===== config.mk =====
export PLATFORM = sky130hd
export DESIGN_NAME = prefix_code_repack_5bit_core_flat
export DESIGN_NICKNAME = d
export VERILOG_FILES = /design/src/rtl/core/pcr_pkg.sv /design/src/rtl/core/pcr_in_if.sv /design/src/rtl/core/pcr_out_if.sv /design/src/rtl/core/pcr_front.sv /design/src/rtl/core/pcr_queue.sv /design/src/rtl/core/pcr_back.sv /design/src/rtl/core/prefix_code_repack_5bit_core.sv /design/src/flat_wrapper.sv
export SDC_FILE = /design/constraint.sdc
export NUM_CORES = 1
export LEC_CHECK = 0
export ABC_AREA = 1
export BUFFER_PORTS_ARGS = -buffer_cell sky130_fd_sc_hd__buf_2
export CAP_MARGIN = 20
export CORE_MARGIN = 2
export CORE_UTILIZATION = 40
export DETAILED_ROUTE_END_ITERATION = 10
export HOLD_SLACK_MARGIN = 0.1
export PLACE_DENSITY_LB_ADDON = 0.05
export SETUP_SLACK_MARGIN = 0.05
export SYNTH_ARGS = -nofsm -noshare
export SYNTH_HDL_FRONTEND = slang
export SYNTH_SLANG_ARGS = --single-unit
export TNS_END_PERCENT = 1

===== constraint.sdc =====
create_clock -name clk -period 3.6 [get_ports clk]
set_clock_uncertainty 0.1 [all_clocks]
set_input_delay 0.36 -clock clk [delete_from_list [all_inputs] [get_ports clk]]
set_output_delay 0.36 -clock clk [all_outputs]
set_load 0.02 [all_outputs]

===== src/rtl/core/pcr_pkg.sv =====
package pcr_pkg;

	// Width of one output group
	localparam int unsigned GroupBits = 5;
	// Default depth of the queue between front and back
	localparam int unsigned QueueDepthDefault = 2;

	// One prefix-code table entry: right-aligned code, length in bits (0 = unknown)
	typedef struct packed {
		logic [7:0] code;
		logic [3:0] len;
	} prefix_code_t;

	// Request handed from front to back: up to two results
	typedef struct packed {
		logic [1:0]           n_res;    // results in this request, 1 or 2
		logic [GroupBits-1:0] grp0;     // first group
		logic [GroupBits-1:0] grp1;     // second group (unused if newline tail)
		logic                 nl_tail;  // final result is the newline item
	} req_t;

	// Prefix-code table lookup
	function automatic prefix_code_t code_lookup(input logic [7:0] ch);
		prefix_code_t e;
		e = '{code: 8'h00, len: 4'd0};
		case (ch)
			8'h20: e = '{code: 8'h05, len: 4'd3};   // space
			8'h27: e = '{code: 8'h00, len: 4'd6};   // apostrophe
			8'h2C: e = '{code: 8'h03, len: 4'd6};   // comma
			8'h2D: e = '{code: 8'h91, len: 4'd8};   // hyphen
			8'h2E: e = '{code: 8'h11, len: 4'd6};   // period
			8'h3F: e = '{code: 8'h01, len: 4'd6};   // question mark
			8'h41: e = '{code: 8'h25, len: 4'd6};
			8'h42: e = '{code: 8'h9A, len: 4'd8};
			8'h43: e = '{code: 8'h05, len: 4'd4};
			8'h44: e = '{code: 8'h01, len: 4'd4};
			8'h45: e = '{code: 8'h06, len: 4'd3};
			8'h46: e = '{code: 8'h09, len: 4'd5};
			8'h47: e = '{code: 8'h9B, len: 4'd8};
			8'h48: e = '{code: 8'h10, len: 4'd6};
			8'h49: e = '{code: 8'h07, len: 4'd4};
			8'h4A: e = '{code: 8'h98, len: 4'd8};
			8'h4B: e = '{code: 8'h06, len: 4'd4};
			8'h4C: e = '{code: 8'h04, len: 4'd5};
			8'h4D: e = '{code: 8'h99, len: 4'd8};
			8'h4E: e = '{code: 8'h9E, len: 4'd8};
			8'h4F: e = '{code: 8'h05, len: 4'd5};
			8'h50: e = '{code: 8'h07, len: 4'd3};
			8'h51: e = '{code: 8'h9F, len: 4'd8};
			8'h52: e = '{code: 8'h08, len: 4'd4};
			8'h53: e = '{code: 8'h06, len: 4'd5};
			8'h54: e = '{code: 8'h07, len: 4'd5};
			8'h55: e = '{code: 8'h9C, len: 4'd8};
			8'h56: e = '{code: 8'h9D, len: 4'd8};
			8'h57: e = '{code: 8'h02, len: 4'd6};
			8'h58: e = '{code: 8'h92, len: 4'd8};
			8'h59: e = '{code: 8'h93, len: 4'd8};
			8'h5A: e = '{code: 8'h90, len: 4'd8};
			default: e = '{code: 8'h00, len: 4'd0};
		endcase
		return e;
	endfunction

	// 32-entry output alphabet
	function automatic logic [7:0] alphabet(input logic [GroupBits-1:0] g);
		logic [7:0] c;
		c = 8'h3F;
		case (g)
			5'd26: c = 8'h20;   // space
			5'd27: c = 8'h2E;   // period
			5'd28: c = 8'h2C;   // comma
			5'd29: c = 8'h2D;   // hyphen
			5'd30: c = 8'h27;   // apostrophe
			5'd31: c = 8'h3F;   // question mark
			default: c = 8'h41 + {3'b000, g};
		endcase
		return c;
	endfunction

endpackage


===== src/rtl/core/pcr_in_if.sv =====
interface pcr_in_if;
	logic       valid;
	logic       ready;
	logic       action;
	logic [7:0] in_char;

	modport source (output valid, output action, output in_char, input ready);
	modport sink (input valid, input action, input in_char, output ready);
endinterface


===== src/rtl/core/pcr_out_if.sv =====
interface pcr_out_if;
	logic       valid;
	logic       ready;
	logic [7:0] out_char;
	logic       is_newline;
	logic       last;

	modport source (output valid, output out_char, output is_newline, output last, input ready);
	modport sink (input valid, input out_char, input is_newline, input last, output ready);
endinterface


===== src/rtl/core/pcr_front.sv =====
module pcr_front (
	input  logic          clk,
	input  logic          arst_n,
	pcr_in_if.sink        items,
	output pcr_pkg::req_t push_req,
	output logic          push_valid,
	input  logic          push_ready
);
	import pcr_pkg::*;

	logic [3:0]           pend_bits_q;
	logic [2:0]           pend_cnt_q;
	prefix_code_t         pc;
	logic [11:0]          acc;
	logic [3:0]           cnt;
	logic [11:0]          aligned;
	logic [3:0]           rem;
	logic [4:0]           keep_mask;
	logic [GroupBits-1:0] pad_grp;
	req_t                 req;
	logic                 accept;

	assign items.ready = push_ready;
	assign accept      = items.valid && push_ready;

	// Append code to leftover bits and left-align in a 12-bit window
	always_comb begin
		pc        = code_lookup(items.in_char);
		acc       = (12'(pend_bits_q) << pc.len) | 12'(pc.code);
		cnt       = 4'(pend_cnt_q) + pc.len;
		aligned   = acc << (4'd12 - cnt);
		pad_grp   = 5'({1'b0, pend_bits_q} << (3'd5 - pend_cnt_q));
		if (cnt >= 4'd10) begin
			rem = cnt - 4'd10;
		end else if (cnt >= 4'd5) begin
			rem = cnt - 4'd5;
		end else begin
			rem = cnt;
		end
		keep_mask = (5'd1 << rem) - 5'd1;
	end

	// Classify the item into a request for the back end
	always_comb begin
		req = '{n_res: 2'd0, grp0: aligned[11:7], grp1: aligned[6:2], nl_tail: 1'b0};
		if (items.action) begin
			req.nl_tail = 1'b1;
			if (pend_cnt_q != 3'd0) begin
				req.n_res = 2'd2;
				req.grp0  = pad_grp;
			end else begin
				req.n_res = 2'd1;
			end
		end else if (cnt >= 4'd10) begin
			req.n_res = 2'd2;
		end else if (cnt >= 4'd5) begin
			req.n_res = 2'd1;
		end
	end

	assign push_req   = req;
	assign push_valid = accept && (req.n_res != 2'd0);

	// Leftover accumulator
	always_ff @(posedge clk or negedge arst_n) begin
		if (!arst_n) begin
			pend_bits_q <= '0;
			pend_cnt_q  <= '0;
		end else if (accept) begin
			if (items.action) begin
				pend_bits_q <= '0;
				pend_cnt_q  <= '0;
			end else begin
				pend_bits_q <= acc[3:0] & keep_mask[3:0];
				pend_cnt_q  <= rem[2:0];
			end
		end
	end

endmodule


===== src/rtl/core/pcr_queue.sv =====
module pcr_queue #(
	parameter int unsigned Depth = pcr_pkg::QueueDepthDefault
) (
	input  logic          clk,
	input  logic          arst_n,
	input  pcr_pkg::req_t push_req,
	input  logic          push_valid,
	output logic          push_ready,
	output pcr_pkg::req_t pop_req,
	output logic          pop_valid,
	input  logic          pop_ready
);
	import pcr_pkg::*;

	localparam int unsigned PtrW = (Depth > 1) ? $clog2(Depth) : 1;
	localparam int unsigned CntW = $clog2(Depth + 1);
	localparam logic [PtrW-1:0] LastPtr = PtrW'(Depth - 1);

	req_t            mem_q [Depth];
	logic [PtrW-1:0] wr_ptr_q;
	logic [PtrW-1:0] rd_ptr_q;
	logic [CntW-1:0] count_q;
	logic            do_push;
	logic            do_pop;

	assign push_ready = (count_q != CntW'(Depth));
	assign pop_valid  = (count_q != '0);
	assign pop_req    = mem_q[rd_ptr_q];
	assign do_push    = push_valid && push_ready;
	assign do_pop     = pop_valid && pop_ready;

	// Storage
	always_ff @(posedge clk) begin
		if (do_push) begin
			mem_q[wr_ptr_q] <= push_req;
		end
	end

	// Pointers and fill count
	always_ff @(posedge clk or negedge arst_n) begin
		if (!arst_n) begin
			wr_ptr_q <= '0;
			rd_ptr_q <= '0;
			count_q  <= '0;
		end else begin
			if (do_push) begin
				wr_ptr_q <= (wr_ptr_q == LastPtr) ? '0 : wr_ptr_q + 1'b1;
			end
			if (do_pop) begin
				rd_ptr_q <= (rd_ptr_q == LastPtr) ? '0 : rd_ptr_q + 1'b1;
			end
			if (do_push && !do_pop) begin
				count_q <= count_q + 1'b1;
			end else if (do_pop && !do_push) begin
				count_q <= count_q - 1'b1;
			end
		end
	end

endmodule


===== src/rtl/core/pcr_back.sv =====
module pcr_back (
	input  logic          clk,
	input  logic          arst_n,
	input  pcr_pkg::req_t pop_req,
	input  logic          pop_valid,
	output logic          pop_ready,
	pcr_out_if.source     results
);
	import pcr_pkg::*;

	logic       idx_q;
	logic       out_valid_q;
	logic [7:0] out_char_q;
	logic       out_nl_q;
	logic       out_last_q;
	logic       load;
	logic       is_final;
	logic       emit_nl;

	assign load      = pop_valid && (!out_valid_q || results.ready);
	assign is_final  = (pop_req.n_res == 2'd1) || idx_q;
	assign emit_nl   = pop_req.nl_tail && is_final;
	assign pop_ready = load && is_final;

	assign results.valid      = out_valid_q;
	assign results.out_char   = out_char_q;
	assign results.is_newline = out_nl_q;
	assign results.last       = out_last_q;

	// Output register payload
	always_ff @(posedge clk) begin
		if (load) begin
			out_char_q <= emit_nl ? 8'h00 : alphabet(idx_q ? pop_req.grp1 : pop_req.grp0);
			out_nl_q   <= emit_nl;
			out_last_q <= is_final;
		end
	end

	// Result index within the request and output valid
	always_ff @(posedge clk or negedge arst_n) begin
		if (!arst_n) begin
			idx_q       <= 1'b0;
			out_valid_q <= 1'b0;
		end else begin
			if (load) begin
				out_valid_q <= 1'b1;
				idx_q       <= !is_final;
			end else if (results.ready) begin
				out_valid_q <= 1'b0;
			end
		end
	end

endmodule


===== src/rtl/core/prefix_code_repack_5bit_core.sv =====
// Prefix-code repacker: each accepted character is mapped through a fixed prefix code of
// 3 to 8 bits and appended to a small bit accumulator; every complete 5-bit group leaves as
// one character of a 32-entry alphabet, most significant bit first. An end-of-line request
// pads any leftover bits to a final character, then emits a newline result and clears the
// accumulator. Unknown characters produce nothing. Input is accepted every cycle while the
// request queue has room; the single result register delivers one result per cycle while
// the consumer is ready, so an input that yields two results (a long code or an end of
// line with leftover bits) holds the register until both have left.
module prefix_code_repack_5bit_core #(
	parameter int unsigned QueueDepth = pcr_pkg::QueueDepthDefault
) (
	input  logic      clk,
	input  logic      arst_n,
	pcr_in_if.sink    items,
	pcr_out_if.source results
);
	import pcr_pkg::*;

	req_t push_req;
	logic push_valid;
	logic push_ready;
	req_t pop_req;
	logic pop_valid;
	logic pop_ready;

	// Accept and classify
	pcr_front u_front (
		.clk        (clk),
		.arst_n     (arst_n),
		.items      (items),
		.push_req   (push_req),
		.push_valid (push_valid),
		.push_ready (push_ready)
	);

	// Decoupling queue
	pcr_queue #(
		.Depth (QueueDepth)
	) u_queue (
		.clk        (clk),
		.arst_n     (arst_n),
		.push_req   (push_req),
		.push_valid (push_valid),
		.push_ready (push_ready),
		.pop_req    (pop_req),
		.pop_valid  (pop_valid),
		.pop_ready  (pop_ready)
	);

	// Emit results
	pcr_back u_back (
		.clk       (clk),
		.arst_n    (arst_n),
		.pop_req   (pop_req),
		.pop_valid (pop_valid),
		.pop_ready (pop_ready),
		.results   (results)
	);

endmodule

===== src/flat_wrapper.sv =====
// flat-port wrapper written by rule: the top's interface ports become plain ports
module prefix_code_repack_5bit_core_flat import pcr_pkg::*;
#(
	parameter int unsigned QueueDepth = pcr_pkg::QueueDepthDefault
)
  (clk, arst_n, items_valid, items_action, items_in_char, items_ready, results_valid, results_out_char, results_is_newline, results_last, results_ready);
  pcr_in_if items_i ();
  pcr_out_if results_i ();
  input  logic clk;
  input  logic arst_n;
  input wire logic [$bits(items_i.valid)-1:0] items_valid;
  input wire logic [$bits(items_i.action)-1:0] items_action;
  input wire logic [$bits(items_i.in_char)-1:0] items_in_char;
  output wire logic [$bits(items_i.ready)-1:0] items_ready;
  output wire logic [$bits(results_i.valid)-1:0] results_valid;
  output wire logic [$bits(results_i.out_char)-1:0] results_out_char;
  output wire logic [$bits(results_i.is_newline)-1:0] results_is_newline;
  output wire logic [$bits(results_i.last)-1:0] results_last;
  input wire logic [$bits(results_i.ready)-1:0] results_ready;
  assign items_i.valid = items_valid;
  assign items_i.action = items_action;
  assign items_i.in_char = items_in_char;
  assign items_ready = items_i.ready;
  assign results_valid = results_i.valid;
  assign results_out_char = results_i.out_char;
  assign results_is_newline = results_i.is_newline;
  assign results_last = results_i.last;
  assign results_i.ready = results_ready;
  prefix_code_repack_5bit_core #(.QueueDepth(QueueDepth)) u_core (.clk(clk), .arst_n(arst_n), .items(items_i), .results(results_i));
endmodule

# Yosys cells after proc, flatten, opt, wreduce, memory -nomap -nowiden
# Memories as Yosys holds them, arrays and structs flattened.
# Cells that the tools add are included.
# W data, S select, Z words.
[totals]
regBits = 23
latch_bits = 0
mem_bits_rw = 26
mem_bits_ro = 1408
in_bits = 13
mem_count = 2
[memory_table]
columns = ["name", "depth", "width", "rd", "rd_ports_with_merged_regs", "write_ports", "line_no", "source"]
rows = [
  ["(no name shown)", 128, 11, 1, 0, 0, "pcr_pkg.sv:26", "case (ch)"],
  ["u_core.u_queue.mem_q", 2, 13, 1, 0, 1, "pcr_queue.sv:19", "req_t mem_q [Depth];"],
]
[classes]
add_sub_neg = 11
mul = 0
div = 0
order_cmp = 2
n_eq_ne = 8
shift = 4
muxes = 22
bitwise_logic = 2
reduce_logical = 20
[op_table]
columns = ["operator", "count"]
rows = [
  ["$pmux W8 S6", 1],
  ["$eq A5 B5 Y1 const B", 6],
  ["$mux W5", 3],
  ["$mux W12", 1],
  ["$mux W4", 3],
  ["$or A12 B8 Y12", 1],
  ["$shl A12 B4 Y12", 1],
  ["$shl A4 B4 Y12", 1],
  ["$mux W2", 5],
  ["$logic_and A1 B1 Y1", 9],
  ["$add A7 B5 Y8 const A", 1],
  ["$mux W1", 8],
  ["$reduce_bool A2 Y1", 4],
  ["$shl A4 B3 Y5", 1],
  ["$add A3 B4 Y4", 1],
  ["$and A4 B4 Y4", 1],
  ["$ge A4 B3 Y1 const B", 1],
  ["$ge A4 B4 Y1 const B", 1],
  ["$logic_not A1 Y1", 4],
  ["$shl A1 B4 Y4 const A", 1],
  ["$sub A4 B1 Y4 const B", 1],
  ["$sub A4 B3 Y4 const B", 1],
  ["$sub A4 B4 Y4 const A", 1],
  ["$sub A4 B4 Y4 const B", 1],
  ["9 further kinds", 11],
]

# Longest topological paths before layout
# Gate-level depths: netlist of run 1.
# An unclocked memory read counts as a cell.
[depth]
word_depth = 14
depth_mapped = 32
ltp_nobuf = 32

# Modules after synthesis
# From an unflattened synthesis of run 1, not the netlist that was laid out.
[hier_totals]
hier_cells = 603
hier_area_um2 = 4351.7
[modules_own_cells]
columns = ["module", "n_inst", "cells_each", "area_each_um2", "seq_area_each_um2"]
rows = [
  ["pcr_front", 1, 417, 2348.5, 175.2],
  ["pcr_queue", 1, 96, 1166.1, 880.8],
  ["pcr_back", 1, 90, 837.1, 320.3],
]

# Least setup slack after synthesis of run 1
# No wires, ideal clock.
[synth_path]
path_type = "input port to flip-flop"
startpoint = "in items_in_char[0]"
endpoint = "mem u_core.u_queue.mem_q[1][0] (netlist bit), enable pin"
setup_ps = 384
arrival_time_ps = 3649
required_time_ps = 3116
slack_ps = -533
cell_stages = 25
cell_sequence = "inv_1 > ha_1 > inv_1 > nor2_1 > nand2_1 > nor2_1 > nor2_1 > inv_1 > nand2_4 > inv_1 > ha_1 > inv_1 > fa_1 > or2_2 > nand2_1 > inv_1 > nor2_1 > inv_1 > nor2_1 > inv_1 > nand2_2 > nand2_2 > nand2_1 > o21ai_2 > nor2_1"
[synth_between]
elab_chain_len = 12
elab_cells_between_ends = 13
cone_classes = "add/sub: 1; order compare: 2; mux: 6; reduce/logical: 3; memory: 1"
[synth_lines]
columns = ["item", "line_no", "source"]
rows = [
  ["start, declared", "flat_wrapper.sv:13", "input wire logic [$bits(items_i.in_char)-1:0] items_in_char;"],
  ["$mem_v2 Z128 W11 (*)", "-", ""],
  ["$mux W12 (*)", "pcr_pkg.sv:26", ""],
  ["$add A3 B4 Y4 (*)", "pcr_front.sv:30", "cnt = 4'(pend_cnt_q) + pc.len;"],
  ["$ge A4 B3 Y1", "pcr_front.sv:56", "end else if (cnt >= 4'd5) begin"],
  ["$mux W1", "pcr_front.sv:56", ""],
  ["$mux W2 (*)", "pcr_front.sv:54", "end else if (cnt >= 4'd10) begin"],
  ["$mux W2 (*)", "pcr_front.sv:46", "if (items.action) begin"],
  ["$reduce_bool A2 Y1 (*)", "pcr_front.sv:62", "assign push_valid = accept && (req.n_res != 2'd0);"],
  ["$logic_and A1 B1 Y1 (*)", "pcr_front.sv:62", ""],
  ["$logic_and A1 B1 Y1 (*)", "pcr_queue.sv:29", "assign do_push = push_valid && push_ready;"],
  ["$mux W1 (*)", "pcr_queue.sv:34", "if (do_push) begin"],
  ["$mux W1 (not written as such) (*)", "pcr_queue.sv:35", "mem_q[wr_ptr_q] <= push_req;"],
  ["end, declared", "pcr_queue.sv:19", ""],
]
# Every way passes the cells marked *; elsewhere a longest branch is shown, timed or not.

# Final worst setup path of run 1
[layout_path]
startpoint = "in items_in_char[0]"
endpoint = "reg u_core.u_front.pend_bits_q[1]"
[layout_between]
elab_chain_len = 10
elab_cells_between_ends = 15
cone_classes = "add/sub: 4; order compare: 2; shift: 2; mux: 4; bitwise: 2; memory: 1"
[layout_lines]
columns = ["item", "line_no", "source"]
rows = [
  ["$mem_v2 Z128 W11 (*)", "-", ""],
  ["$mux W12 (*)", "pcr_pkg.sv:26", ""],
  ["$add A3 B4 Y4", "pcr_front.sv:30", ""],
  ["$sub A4 B3 Y4 / $ge A4 B3 Y1 (equally long branches)", "pcr_front.sv:36, pcr_front.sv:35", ""],
  ["$mux W4", "pcr_front.sv:35", "end else if (cnt >= 4'd5) begin"],
  ["$mux W4", "pcr_front.sv:33", "if (cnt >= 4'd10) begin"],
  ["$shl A1 B4 Y4", "pcr_front.sv:40", "keep_mask = (5'd1 << rem) - 5'd1;"],
  ["$sub A4 B1 Y4", "pcr_front.sv:40", ""],
  ["$and A4 B4 Y4 (*)", "pcr_front.sv:74", "pend_bits_q <= acc[3:0] & keep_mask[3:0];"],
  ["$mux W4 (*)", "pcr_front.sv:70", "if (items.action) begin"],
  ["end signal, assigned", "pcr_front.sv:74", ""],
  ["end, declared", "pcr_front.sv:11", "logic [3:0] pend_bits_q;"],
]
# Marked as above.
# A chain may end at the register's enable or synchronous reset.

==> flow_metrics.py, run 1 <==
metrics = {
    "run_status": {
        "status": "completed",
    },
    "yosys": {
        "synthDominantAreaCellType": "sky130_fd_sc_hd__edfxtp_1",
        "synth-async-reset-ratio": 0.271,
        "syn-mean-instance-area_um2": 7.02,
        "synth_edf_count": 35,
        "largest_cells_by_area_after_synthesis": "sky130_fd_sc_hd__edfxtp_1 26%, sky130_fd_sc_hd__nand2_1 15%, sky130_fd_sc_hd__nand3_1 12%, sky130_fd_sc_hd__dfrtp_1 8.1%, sky130_fd_sc_hd__ha_1 6.8%",
        "syn_area_mm2": 0.00403,
        "yosys.cell_types.count": 43,
        "yosys.cell_count.top_type": "sky130_fd_sc_hd__nand2_1",
        "yosys_warnings": 0,
        "synth_common_cells": "165 x sky130_fd_sc_hd__nand2_1, 100 x sky130_fd_sc_hd__nand3_1, 64 x sky130_fd_sc_hd__inv_1",
        "synth_top_cell_area_share": 0.261,
        "synth.ff_latch_count": 48,
        "postSynthNetCount": 609,
        "most_common_flop_cell_mapped_by_yosys": "sky130_fd_sc_hd__edfxtp_1",
        "synth-seq-area-share": 0.342,
        "synth_cells": 573,
    },
    "pwr": {
        "cellInternalPower_mw": 2.43,
        "power.sequential.fraction": 0.229,
        "p_leak_nw": 2.47,
        "switching_part_of_the_total": 0.467,
        "power.ir.vdd_worst_v": 0.000485,
        "power_per_cell_area_mw_per_mm2": 882,
        "share_clk_of_total_power": 0.100,
        "pwr-share-comb": 0.670,
        "net-switching-power_mw": 2.13,
    },
    "sta": {
        "timing_worst_slew_pin_value_ns": 0.568,
        "finalSetupViolations": 0,
        "post-route-worst-setup-slack_ns": 0.0468,
        "max_freq_ghz": 0.281,
        "timing.slew.headroom": 0.618,
        "final-hold-violation-count": 0,
        "drv_slew": 0,
        "unrepaired_setup_endpoints_after_global_routing": "yes",
        "finalHoldWorstSlack_ns": 0.223,
        "post-route-period-util": 0.987,
        "timing.final.crit_period_ns": 3.55,
    },
    "cells_and_area": {
        "finish.net_count": 706,
        "syn_to_final_growth_pct": 28.3,
        "diodes": 0,
        "drive_above_1_share": 0.252,
    },
    "clock_tree": {
        "clock_sinks": 48,
        "htree_levels": 2,
        "tritoncts": "done",
        "clock_network_latency_to_the_later_pin_of_the_worst_skew_pair_ns": 0.30,
        "clk_pin_slew_ns": 0.09,
        "cts-buffers-inserted": 5,
        "ctsRootBufferMaster": "sky130_fd_sc_hd__clkbuf_8",
        "buffer_levels_on_the_longest_clock_path": 2,
    },
    "worst_setup_path": {
        "ff_to_ff_path_depth": 15,
        "cp_slowest_cell": "sky130_fd_sc_hd__fa_2",
        "worst-r2r-setup-slack_ns": 0.44,
        "critPathKind": "input pin to register",
        "crit_path_start_kind": "input pin",
        "timing.critical_path.fanout_max": 4,
        "required_ns": 3.72,
        "critPathCaptureType": "register",
        "crit_path_max_incr_delay_ns": 0.62,
        "timing.critical_path.arrival_ns": 3.67,
        "r2r-start": "u_core.u_front.pend_cnt_q[0]",
        "cpMostUsedCell": "sky130_fd_sc_hd__nand2_1",
        "worst_r2r_endpoint": "u_core.u_front.pend_bits_q[1]",
    },
    "die": {
        "io-pin-count": 25,
        "core_region_area_mm2": 0.00977,
        "die_area_mm2": 0.0109,
        "row_count": 36,
        "die_height_um": 104,
        "die-width_um": 104,
        "initial_core_util": 0.412,
    },
    "global_route": {
        "via_count_of_the_first_global_routing_pass": 3961,
        "grt_pass1_wl_um": 18900,
        "maximum_number_of_pins_on_one_net_before_global_route_repair": 16,
        "globalRoute.totalOverflow": 0,
        "globalRouteTotalUtil": 0.213,
        "grt_antenna_before_repair": 0,
    },
    "place": {
        "place_worst_setup_slack_ns": -0.317,
        "io_buffers": 23,
        "dpl.hpwl_um": 9050,
        "finalWeightedCongestion": 0.987,
    },
    "detailed_routing": {
        "route.antenna.remaining_nets": 0,
        "route.detailed.drc": 0,
        "post_drt_via_cell_ratio": 5.18,
        "wl_per_cell_um": 14.3,
        "dr.first_iter.drc_count": 239,
        "routed_wirelength_um": 11500,
        "routed-via-count": 4163,
        "drt_pass1_iterations": 5,
    },
    "worst_hold_path": {
        "timing.hold.worst.start": "items_action",
        "worstHoldEndpoint": "u_core.u_queue.mem_q[1][0]",
        "min_path_cells": 1,
        "worstHoldPathType": "input pin to register",
    },
    "flow_run": {
        "cap_viol_max_count": 0,
    },
}
-- power groups by stage --
stage	Clock [mW]	Combinational, mW	Sequential, mW
floorplan	0	1.79	1.10
CTS	0.466	2.91	1.05
global route	0.486	3.41	1.07
detailed placement	0	2.86	1.06
global placement	0	2.83	1.05
finish	0.456	3.05	1.05
-- how the worst max path moves through the flow --
stage | start | endpoint | slack, ns | depth (start not counted)
floorplan | items_in_char[0] | u_core.u_front.pend_bits_q[1] | -0.09 | 30
global placement | items_in_char[0] | u_core.u_queue.count_q[1] | -0.26 | 26
detailed placement | items_in_char[0] | u_core.u_front.pend_bits_q[1] | -0.32 | 28
CTS | items_in_char[0] | u_core.u_front.pend_bits_q[1] | 0.05 | 28
global route | items_in_char[0] | u_core.u_front.pend_bits_q[1] | -0.29 | 31
finish | items_in_char[0] | u_core.u_front.pend_bits_q[1] | 0.05 | 26
-- cell type report --
class                   instances  area [µm²]
clock buffers                   6        72.6
multi-input cells             439        2420
fillers                      1011        4610
inverters                      70         275
clock inverters                 2        60.1
well taps                     133         166
repair buffers                106         795
flip-flops and latches         48        1380
-- metrics by stage --
stage	instances	power, mW	utilization	area [µm²]	TNS (ns)
2_1_floorplan	573	2.90	-	4120	-0.270
3_3_place_gp	785	3.89	0.498	4860	-7.43
3_5_place_dp	785	3.92	0.498	4860	-9.31
4_1_cts	798	4.42	0.517	5050	0
5_1_grt	804	4.97	0.528	5160	-3.48
6_report	804	4.56	0.528	5160	0
-- worst max-delay path: cells and delay by family --
| family | cells | cell delay, ns |
|---|---|---|
| adder cells (fa/ha/maj) | 5 | 1.52 |
| AO/OA/AOI/OAI | 4 | 0.44 |
| buffers and inverters | 5 | 0.32 |
| AND/OR/NAND/NOR | 12 | 1.03 |
-- cell families (layout without fill, tap and decap cells) --
logic type,after synthesis,in the layout,synth area share
adders and majority gates,23,23,0.0734
and+or+nand+nor,325,325,0.352
buffers and inverters,86,184,0.0942
DFF,48,48,0.342
xor gates and xnor gates,6,6,0.0177
other,1,1,0.000932
AOI/OAI and AO/OA,84,84,0.120
-- cells in the final DEF, fill, tap and decap left out, types with 3 or more instances in the layout --
cell type	count
sky130_fd_sc_hd__buf_4	79
sky130_fd_sc_hd__xor2_1	4
sky130_fd_sc_hd__o21ai_0	23
sky130_fd_sc_hd__a21oi_2	4
sky130_fd_sc_hd__o211ai_1	4
sky130_fd_sc_hd__ha_1	16
sky130_fd_sc_hd__nor2_1	32
sky130_fd_sc_hd__nand2_1	155
sky130_fd_sc_hd__nand2_2	17
sky130_fd_sc_hd__o21ai_1	5
sky130_fd_sc_hd__clkbuf_8	5
sky130_fd_sc_hd__nor2_4	3
sky130_fd_sc_hd__buf_12	3
sky130_fd_sc_hd__nand3_1	100
sky130_fd_sc_hd__clkinv_1	3
sky130_fd_sc_hd__inv_1	53
sky130_fd_sc_hd__buf_2	21
sky130_fd_sc_hd__o22ai_1	5
sky130_fd_sc_hd__nand4_1	4
sky130_fd_sc_hd__nor3_1	3
sky130_fd_sc_hd__dfrtp_1	13
sky130_fd_sc_hd__a32oi_1	3
sky130_fd_sc_hd__ha_4	5
sky130_fd_sc_hd__a21oi_1	27
sky130_fd_sc_hd__edfxtp_1	35
sky130_fd_sc_hd__a31oi_1	4
sky130_fd_sc_hd__inv_2	10
-- flip-flops by register name (all words and copies together), names as in the netlist --
name                              cells
u_core.u_queue.mem_q                 26
u_core.u_back.results.out_char        7
u_core.u_front.pend_bits_q            4
u_core.u_front.pend_cnt_q             3
u_core.u_queue.count_q                2
u_core.u_back.idx_q                   1
u_core.u_back.results.is_newline      1
u_core.u_back.results.last            1
u_core.u_back.results.valid           1
u_core.u_queue.rd_ptr_q               1
u_core.u_queue.wr_ptr_q               1
-- metal layers --
metal,wire length (µm),share of wire,track usage
met1,5130,0.45,0.283
met2,5760,0.50,0.374
met3,453,0.039,0.0207
met4,181,0.016,0.0463
met5,0,0,0
-- timing repair --
item | CTS | global route
pin swaps | 8 | 20
resized for setup | 4 | 24
hold endpoints to repair | 13 | 0
hold buffers | 1 | 0
cloned | 0 | 0
setup buffers | 4 | 6
endpoints found under the setup margin | 7 | 50
(Power assumes the default switching activity.)
==> run 2: changes to the inputs <==
CELL_PAD_IN_SITES_DETAIL_PLACEMENT = 2   (was not set)
CELL_PAD_IN_SITES_GLOBAL_PLACEMENT = 2   (was not set)
CORE_UTILIZATION = 35   (was 40)
==> run 2 against run 1 <==
Net effect: the flow now finishes with violations (negative setup slack); sequential power rose by 4%; clock-buffer cell count rose by 1; clock power rose by 2%; critical path depth rose by 2; global-route usage rose by 11 points; worst hold slack improved by 0.055 ns; die area rose by 14%; utilization fell by 3.6 points; power rose by 27%; critical endpoint unchanged; combinational power rose by 38%; wire length rose by 100%; first-iteration DRC count rose by 56%.
==> flow_metrics.py, run 2 (same netlist as run 1, synthesis figures left out) <==
metrics = {
    "detailed_routing": {
        "routed-via-count": 5045,
        "post_drt_via_cell_ratio": 6.02,
        "wl_per_cell_um": 28.1,
        "dr.first_iter.drc_count": 373,
        "route.detailed.drc": 0,
        "routed_wirelength_um": 23600,
        "drt_pass1_iterations": 5,
        "route.antenna.remaining_nets": 0,
    },
    "worst_setup_path": {
        "ff_to_ff_path_depth": 16,
        "worst-r2r-setup-slack_ns": 0.13,
        "required_ns": 3.67,
        "crit_start": "items_in_char[1]",
        "cpMostUsedCell": "sky130_fd_sc_hd__ha_4",
        "critPathCaptureType": "register",
        "r2r-start": "u_core.u_front.pend_cnt_q[1]",
        "cp.depth": 28,
        "crit_path_max_incr_delay_ns": 0.67,
        "endpoint": "u_core.u_front.pend_bits_q[1]",
        "cp_slowest_cell": "sky130_fd_sc_hd__fa_2",
        "timing.critical_path.fanout_max": 4,
        "path_delay_family": "adder cells",
        "worst_r2r_endpoint": "u_core.u_front.pend_bits_q[1]",
        "worst-path-buf-inv": 9,
        "critPathKind": "input pin to register",
        "timing.critical_path.arrival_ns": 4.12,
        "crit_path_start_kind": "input pin",
    },
    "pwr": {
        "power.sequential.fraction": 0.189,
        "cellInternalPower_mw": 2.68,
        "switching_part_of_the_total": 0.536,
        "power.ir.vdd_worst_v": 0.000476,
        "power_per_cell_area_mw_per_mm2": 1030,
        "report.power.total_mw": 5.77,
        "share_clk_of_total_power": 0.081,
        "pwr-share-comb": 0.731,
        "net-switching-power_mw": 3.09,
        "p_leak_nw": 2.63,
    },
    "run_status": {
        "failing_checks": "negative setup slack",
        "status": "complete, but fails checks",
    },
    "sta": {
        "timing_worst_slew_pin_value_ns": 0.677,
        "max_freq_ghz": 0.247,
        "final-hold-violation-count": 0,
        "drv_slew": 0,
        "timing.slew.headroom": 0.544,
        "post-route-period-util": 1.13,
        "post-route-worst-setup-slack_ns": -0.455,
        "unrepaired_setup_endpoints_after_global_routing": "yes",
        "timing.final.crit_period_ns": 4.06,
        "finalSetupViolations": 53,
    },
    "cells_and_area": {
        "drive_above_1_share": 0.332,
        "mostFrequentLayoutCell": "sky130_fd_sc_hd__nand2_1",
        "footprint_of_the_multi_input_gates_mm2": 0.00262,
        "final_cell_mix": "140 x sky130_fd_sc_hd__nand2_1, 101 x sky130_fd_sc_hd__buf_4, 98 x sky130_fd_sc_hd__nand3_1",
        "largest_register": "u_core.u_queue.mem_q",
        "diodes": 0,
        "largest_register_ffs": 26,
        "finish.utilization": 0.493,
        "area.sequential_mm2": 0.00138,
        "finish.net_count": 730,
        "fill_cells": 1256,
        "syn_to_final_growth_pct": 38.6,
    },
    "die": {
        "die-width_um": 111,
        "row_count": 39,
        "die_area_mm2": 0.0124,
        "initial_core_util": 0.356,
        "core_region_area_mm2": 0.0113,
        "io-pin-count": 25,
        "die_height_um": 111,
    },
    "clock_tree": {
        "clk_pin_slew_ns": 0.07,
        "cts-buffers-inserted": 5,
        "ctsRootBufferMaster": "sky130_fd_sc_hd__clkbuf_16",
        "htree_levels": 2,
        "clock_network_latency_to_the_later_pin_of_the_worst_skew_pair_ns": 0.29,
        "buffer_levels_on_the_longest_clock_path": 2,
        "tritoncts": "done",
        "clock_sinks": 48,
    },
    "place": {
        "io_buffers": 23,
        "dpl.hpwl_um": 13100,
        "finalWeightedCongestion": 0.885,
    },
    "global_route": {
        "grt_antenna_before_repair": 1,
        "globalRoute.totalOverflow": 0,
        "via_count_of_the_first_global_routing_pass": 5358,
        "globalRouteTotalUtil": 0.325,
        "maximum_number_of_pins_on_one_net_before_global_route_repair": 15,
        "grt_pass1_wl_um": 31300,
    },
    "worst_hold_path": {
        "worstHoldPathType": "input pin to register",
    },
    "flow_run": {
        "cap_viol_max_count": 0,
    },
}
[run 2: cell count changes in the layout (fill, tap and decap cells not counted), moves of 6 or more]
cell	change
sky130_fd_sc_hd__a21oi_1	-6
sky130_fd_sc_hd__nand2_1	-15
sky130_fd_sc_hd__a21oi_2	+6
sky130_fd_sc_hd__buf_4	+22
sky130_fd_sc_hd__nand2_2	+9
sky130_fd_sc_hd__nand2_4	+6
[run 2: layer usage]
| layer | part of all wire | GRT usage | vias to the layer above |
|---|---|---|---|
| li1 | - | - | 2158 |
| met2 | 0.51 | 0.615 | 237 |
| met5 | 0 | 0 | - |
| met1 | 0.39 | 0.386 | 2567 |
| met4 | 0.048 | 0.104 | 0 |
| met3 | 0.051 | 0.0257 | 83 |
[run 2: layout make-up]
type                    instances  share of cell area
clock buffers                   7              0.0238
clock inverters                 1            0.000897
inverters                      70              0.0502
multi-input cells             439               0.469
flip-flops and latches         48               0.247
well taps                     143              0.0321
repair buffers                130               0.177
[run 2: metrics by stage]
| stage | setup TNS (ns) | cell area [µm²] | instances | hold WS, ns | setup slack [ns] |
|---|---|---|---|---|---|
| CTS | 0 | 5320 | 829 | 0.264 | 0.0149 |
| detailed placement | -20.20 | 4910 | 800 | 0.190 | -0.592 |
| global route | -13.74 | 5580 | 838 | 0.281 | -0.588 |
| global placement | -12.18 | 4910 | 800 | 0.184 | -0.355 |
| floorplan | -0.270 | 4120 | 573 | -0.0356 | -0.0870 |
| finish | -8.07 | 5580 | 838 | 0.278 | -0.455 |
[run 2: repair_timing]
action,CTS,global route
endpoints found under the hold margin,13,0
cloned,0,0
pin swaps,21,23
buffers inserted,20,9
hold buffers,1,0
gates resized for setup,33,54
setup endpoints to repair,44,55
[run 2: worst min path at each step]
stage / from / to / slack, ns / depth (start not counted)
3_3_place_gp: arst_n / u_core.u_queue.count_q[1] / 0.18 / 1
3_5_place_dp: arst_n / u_core.u_queue.rd_ptr_q / 0.19 / 1
6_report: items_action / u_core.u_queue.mem_q[1][0] / 0.28 / 1
2_1_floorplan: arst_n / u_core.u_back.idx_q / -0.04 / 0
4_1_cts: items_action / u_core.u_queue.mem_q[0][0] / 0.26 / 1
5_1_grt: items_action / u_core.u_queue.mem_q[1][0] / 0.28 / 1
[run 2: power by group through the flow]
stage / Combinational, mW / Sequential (mW) / Clock [mW]
final: 4.22 / 1.09 / 0.465
after global placement: 2.91 / 1.04 / 0
after CTS: 3.48 / 1.06 / 0.468
after global routing: 4.45 / 1.10 / 0.487
after floorplan: 1.79 / 1.10 / 0
after detailed placement: 3.16 / 1.06 / 0
==> run 3: changes to the inputs <==
ABC_AREA = 0   (was 1)
CORE_UTILIZATION = 40   (was 35)
==> run 3 against run 2 <==
Net effect: the run still ends with negative setup slack left; critical path depth shrank 9; synthesized area grew 9.9%; combinational power shrank 8.5%; clock-buffer cell count is the same; critical path type unchanged; first-iteration DRC count shrank 15%; sequential cell count is the same; utilization grew 6.2 points.
==> flow_metrics.py, run 3 <==
metrics = {
    "place": {
        "finalWeightedCongestion": 0.879,
        "placedInstanceArea_mm2": 0.00565,
        "dpl.hpwl_um": 14700,
        "io_buffers": 23,
    },
    "cells_and_area": {
        "largest_register": "u_core.u_queue.mem_q",
        "syn_to_final_growth_pct": 35.9,
        "drive_above_1_share": 0.437,
        "largest_register_ffs": 26,
        "mostFrequentLayoutCell": "sky130_fd_sc_hd__buf_4",
        "finish.net_count": 626,
        "finish.utilization": 0.555,
        "area_of_all_placed_cells_without_fillers_mm2": 0.00601,
        "final_cell_mix": "128 x sky130_fd_sc_hd__buf_4, 43 x sky130_fd_sc_hd__nand2_1, 35 x sky130_fd_sc_hd__edfxtp_1",
        "diodes": 0,
    },
    "pwr": {
        "net-switching-power_mw": 2.55,
        "pwr-share-comb": 0.745,
        "share_clk_of_total_power": 0.062,
        "power.ir.vdd_worst_v": 0.000560,
        "p_leak_nw": 2.48,
        "cellInternalPower_mw": 2.63,
        "power.sequential.fraction": 0.193,
        "power_per_cell_area_mw_per_mm2": 861,
        "switching_part_of_the_total": 0.492,
    },
    "yosys": {
        "synthDominantAreaCellType": "sky130_fd_sc_hd__edfxtp_1",
        "synth.ff_latch_count": 48,
        "syn_area_mm2": 0.00443,
        "yosys_warnings": 0,
        "synth_cells": 453,
        "syn-mean-instance-area_um2": 9.77,
        "synth_top_cell_area_share": 0.237,
        "most_common_flop_cell_mapped_by_yosys": "sky130_fd_sc_hd__edfxtp_1",
        "yosys.cell_count.top_type": "sky130_fd_sc_hd__nand2_1",
        "synth_common_cells": "47 x sky130_fd_sc_hd__nand2_1, 36 x sky130_fd_sc_hd__nor2_1, 35 x sky130_fd_sc_hd__edfxtp_1",
        "yosys.cell_types.count": 100,
        "synth-seq-area-share": 0.311,
        "postSynthNetCount": 489,
        "synth-async-reset-ratio": 0.271,
        "largest_cells_by_area_after_synthesis": "sky130_fd_sc_hd__edfxtp_1 24%, sky130_fd_sc_hd__dfrtp_1 7.4%, sky130_fd_sc_hd__ha_1 6.2%, sky130_fd_sc_hd__mux4_2 5.1%, sky130_fd_sc_hd__mux2i_1 4.1%",
        "synth_edf_count": 35,
    },
    "global_route": {
        "grtUsageMet2": 0.642,
        "use_met1": 0.389,
        "maximum_number_of_pins_on_one_net_before_global_route_repair": 17,
        "globalRouteTotalUtil": 0.337,
        "globalRoute.totalOverflow": 0,
        "grt_pass1_wl_um": 29600,
        "grtUsageMet3": 0.0317,
        "via_count_of_the_first_global_routing_pass": 5026,
        "grt_antenna_before_repair": 0,
        "top_usage_layer": "met2",
    },
    "worst_hold_path": {
        "worstHoldPathType": "input pin to register",
        "timing.hold.worst.start": "results_ready",
        "min_path_cells": 2,
        "worstHoldEndpoint": "u_core.u_back.results.valid",
    },
    "clock_tree": {
        "cts-buffers-inserted": 5,
        "buffer_levels_on_the_longest_clock_path": 2,
        "ctsRootBufferMaster": "sky130_fd_sc_hd__clkbuf_8",
        "clock_sinks": 48,
        "clk_pin_slew_ns": 0.09,
        "clock_network_latency_to_the_later_pin_of_the_worst_skew_pair_ns": 0.31,
        "tritoncts": "done",
        "htree_levels": 2,
    },
    "worst_setup_path": {
        "required_ns": 3.71,
        "r2r-start": "u_core.u_queue.rd_ptr_q",
        "crit_chain": "buf_8 -> clkinvlp_4 -> ha_4 -> o32a_4 -> o211a_4 -> nor2_2 -> ha_2 -> inv_2 -> fa_2 -> buf_6 -> inv_8 -> ha_4 -> nor2_4 -> a21oi_1 -> o211a_1 -> or2_4 -> nand2_2 -> ha_4 -> o41ai_4",
        "worst-path-buf-inv": 5,
        "cp_slowest_cell": "sky130_fd_sc_hd__fa_2",
        "worst_r2r_endpoint": "u_core.u_back.results.out_char[1]",
        "crit_path_max_incr_delay_ns": 0.62,
        "crit_path_start_kind": "input pin",
        "timing.critical_path.arrival_ns": 4.18,
        "critPathCaptureType": "register",
        "worst-r2r-setup-slack_ns": 0.31,
        "cpMostUsedCell": "sky130_fd_sc_hd__ha_4",
        "path_delay_family": "adder cells",
        "critPathKind": "input pin to register",
        "ff_to_ff_path_depth": 8,
        "timing.critical_path.fanout_max": 5,
    },
    "die": {
        "die_area_mm2": 0.0119,
        "die_height_um": 109,
        "io-pin-count": 25,
        "row_count": 38,
        "initial_core_util": 0.408,
        "die-width_um": 109,
        "core_region_area_mm2": 0.0108,
    },
    "run_status": {
        "status": "complete, but fails checks",
        "failing_checks": "negative setup slack",
    },
    "detailed_routing": {
        "dr.first_iter.drc_count": 318,
        "routed_wirelength_um": 21400,
        "route.antenna.remaining_nets": 0,
        "routed-via-count": 4573,
        "post_drt_via_cell_ratio": 6.26,
        "route.detailed.drc": 0,
        "wl_per_cell_um": 29.2,
        "drt_pass1_iterations": 4,
    },
    "sta": {
        "timing.slew.headroom": 0.535,
        "timing_worst_slew_pin_value_ns": 0.695,
        "unrepaired_setup_endpoints_after_global_routing": "yes",
        "drv_slew": 0,
        "post-route-period-util": 1.13,
        "max_freq_ghz": 0.246,
        "post-route-worst-setup-slack_ns": -0.463,
        "timing.final.crit_period_ns": 4.06,
        "final-hold-violation-count": 0,
        "finalSetupViolations": 57,
    },
    "flow_run": {
        "cap_viol_max_count": 0,
    },
}
run 3: cell types whose count changed after synthesis, sizes merged, moves of 13 or more:
cell | previous run | this run
inv | 67 | 24
mux2i | 0 | 19
o21ai | 30 | 17
nand3 | 101 | 13
nand2 | 174 | 49
run 3: area by class of cell:
class	count	area, µm²
fillers	1101	4830
multi-input cells	353	3100
flip-flops and latches	48	1380
repair buffers	157	1170
well taps	140	175
inverters	25	114
clock buffers	7	76.3
clock inverters	1	5.00
run 3: routing by layer:
metal,vias up,wire length (µm)
met5,-,0
met2,180,11300
li1,1994,-
met4,0,971
met3,60,791
met1,2339,8300
run 3: worst max-delay path by stage:
stage / slack [ns] / cells past startpoint / startpoint / to
6_report: -0.46 / 19 / items_in_char[0] / u_core.u_front.pend_bits_q[1]
5_1_grt: -0.57 / 20 / items_in_char[0] / u_core.u_front.pend_bits_q[1]
2_1_floorplan: -0.50 / 20 / items_in_char[1] / u_core.u_front.pend_bits_q[2]
3_5_place_dp: -0.84 / 22 / items_in_char[1] / u_core.u_front.pend_bits_q[2]
3_3_place_gp: -0.71 / 17 / items_in_char[1] / u_core.u_queue.mem_q[1][9]
4_1_cts: -0.32 / 20 / items_in_char[0] / u_core.u_front.pend_bits_q[1]
run 3: cell families (layout without fill, tap and decap cells):
group	after synthesis	count (layout)	share of synthesized area
AOI/OAI and AO/OA	131	131	0.247
adders and majority gates	23	23	0.0667
DFF	48	48	0.311
other	1	1	0.000847
and+or+nand+nor	150	150	0.175
muxes	34	34	0.108
xor gates and xnor gates	14	14	0.0336
buffers and inverters	52	190	0.0574
run 3: power groups by stage:
stage               sequential, mW  combinational, mW  clock [mW]
floorplan                    0.993               1.86           0
global placement             0.975               3.05           0
detailed placement            1.00               3.29           0
CTS                           1.00               3.61       0.325
global route                  1.02               4.06       0.336
finish                        1.00               3.86       0.321
run 3: per-stage QoR:
| stage | setup WS [ns] | instances | power [mW] | TNS (ns) | hold WS, ns |
|---|---|---|---|---|---|
| finish | -0.463 | 731 | 5.18 | -14.07 | 0.138 |
| floorplan | -0.500 | 453 | 2.85 | -17.45 | -0.0356 |
| detailed placement | -0.842 | 715 | 4.29 | -38.28 | 0.177 |
| CTS | -0.323 | 730 | 4.93 | -4.84 | 0.133 |
| global route | -0.568 | 731 | 5.41 | -19.51 | 0.173 |
| global placement | -0.708 | 715 | 4.02 | -29.98 | 0.168 |
run 3: timing repair:
item / 4_1_cts / 5_1_grt
endpoints found under the setup margin: 60 / 60
setup buffers: 6 / 1
hold buffers: 1 / 0
endpoints found under the hold margin: 13 / 0
pin swaps: 20 / 7
resized for setup: 33 / 13
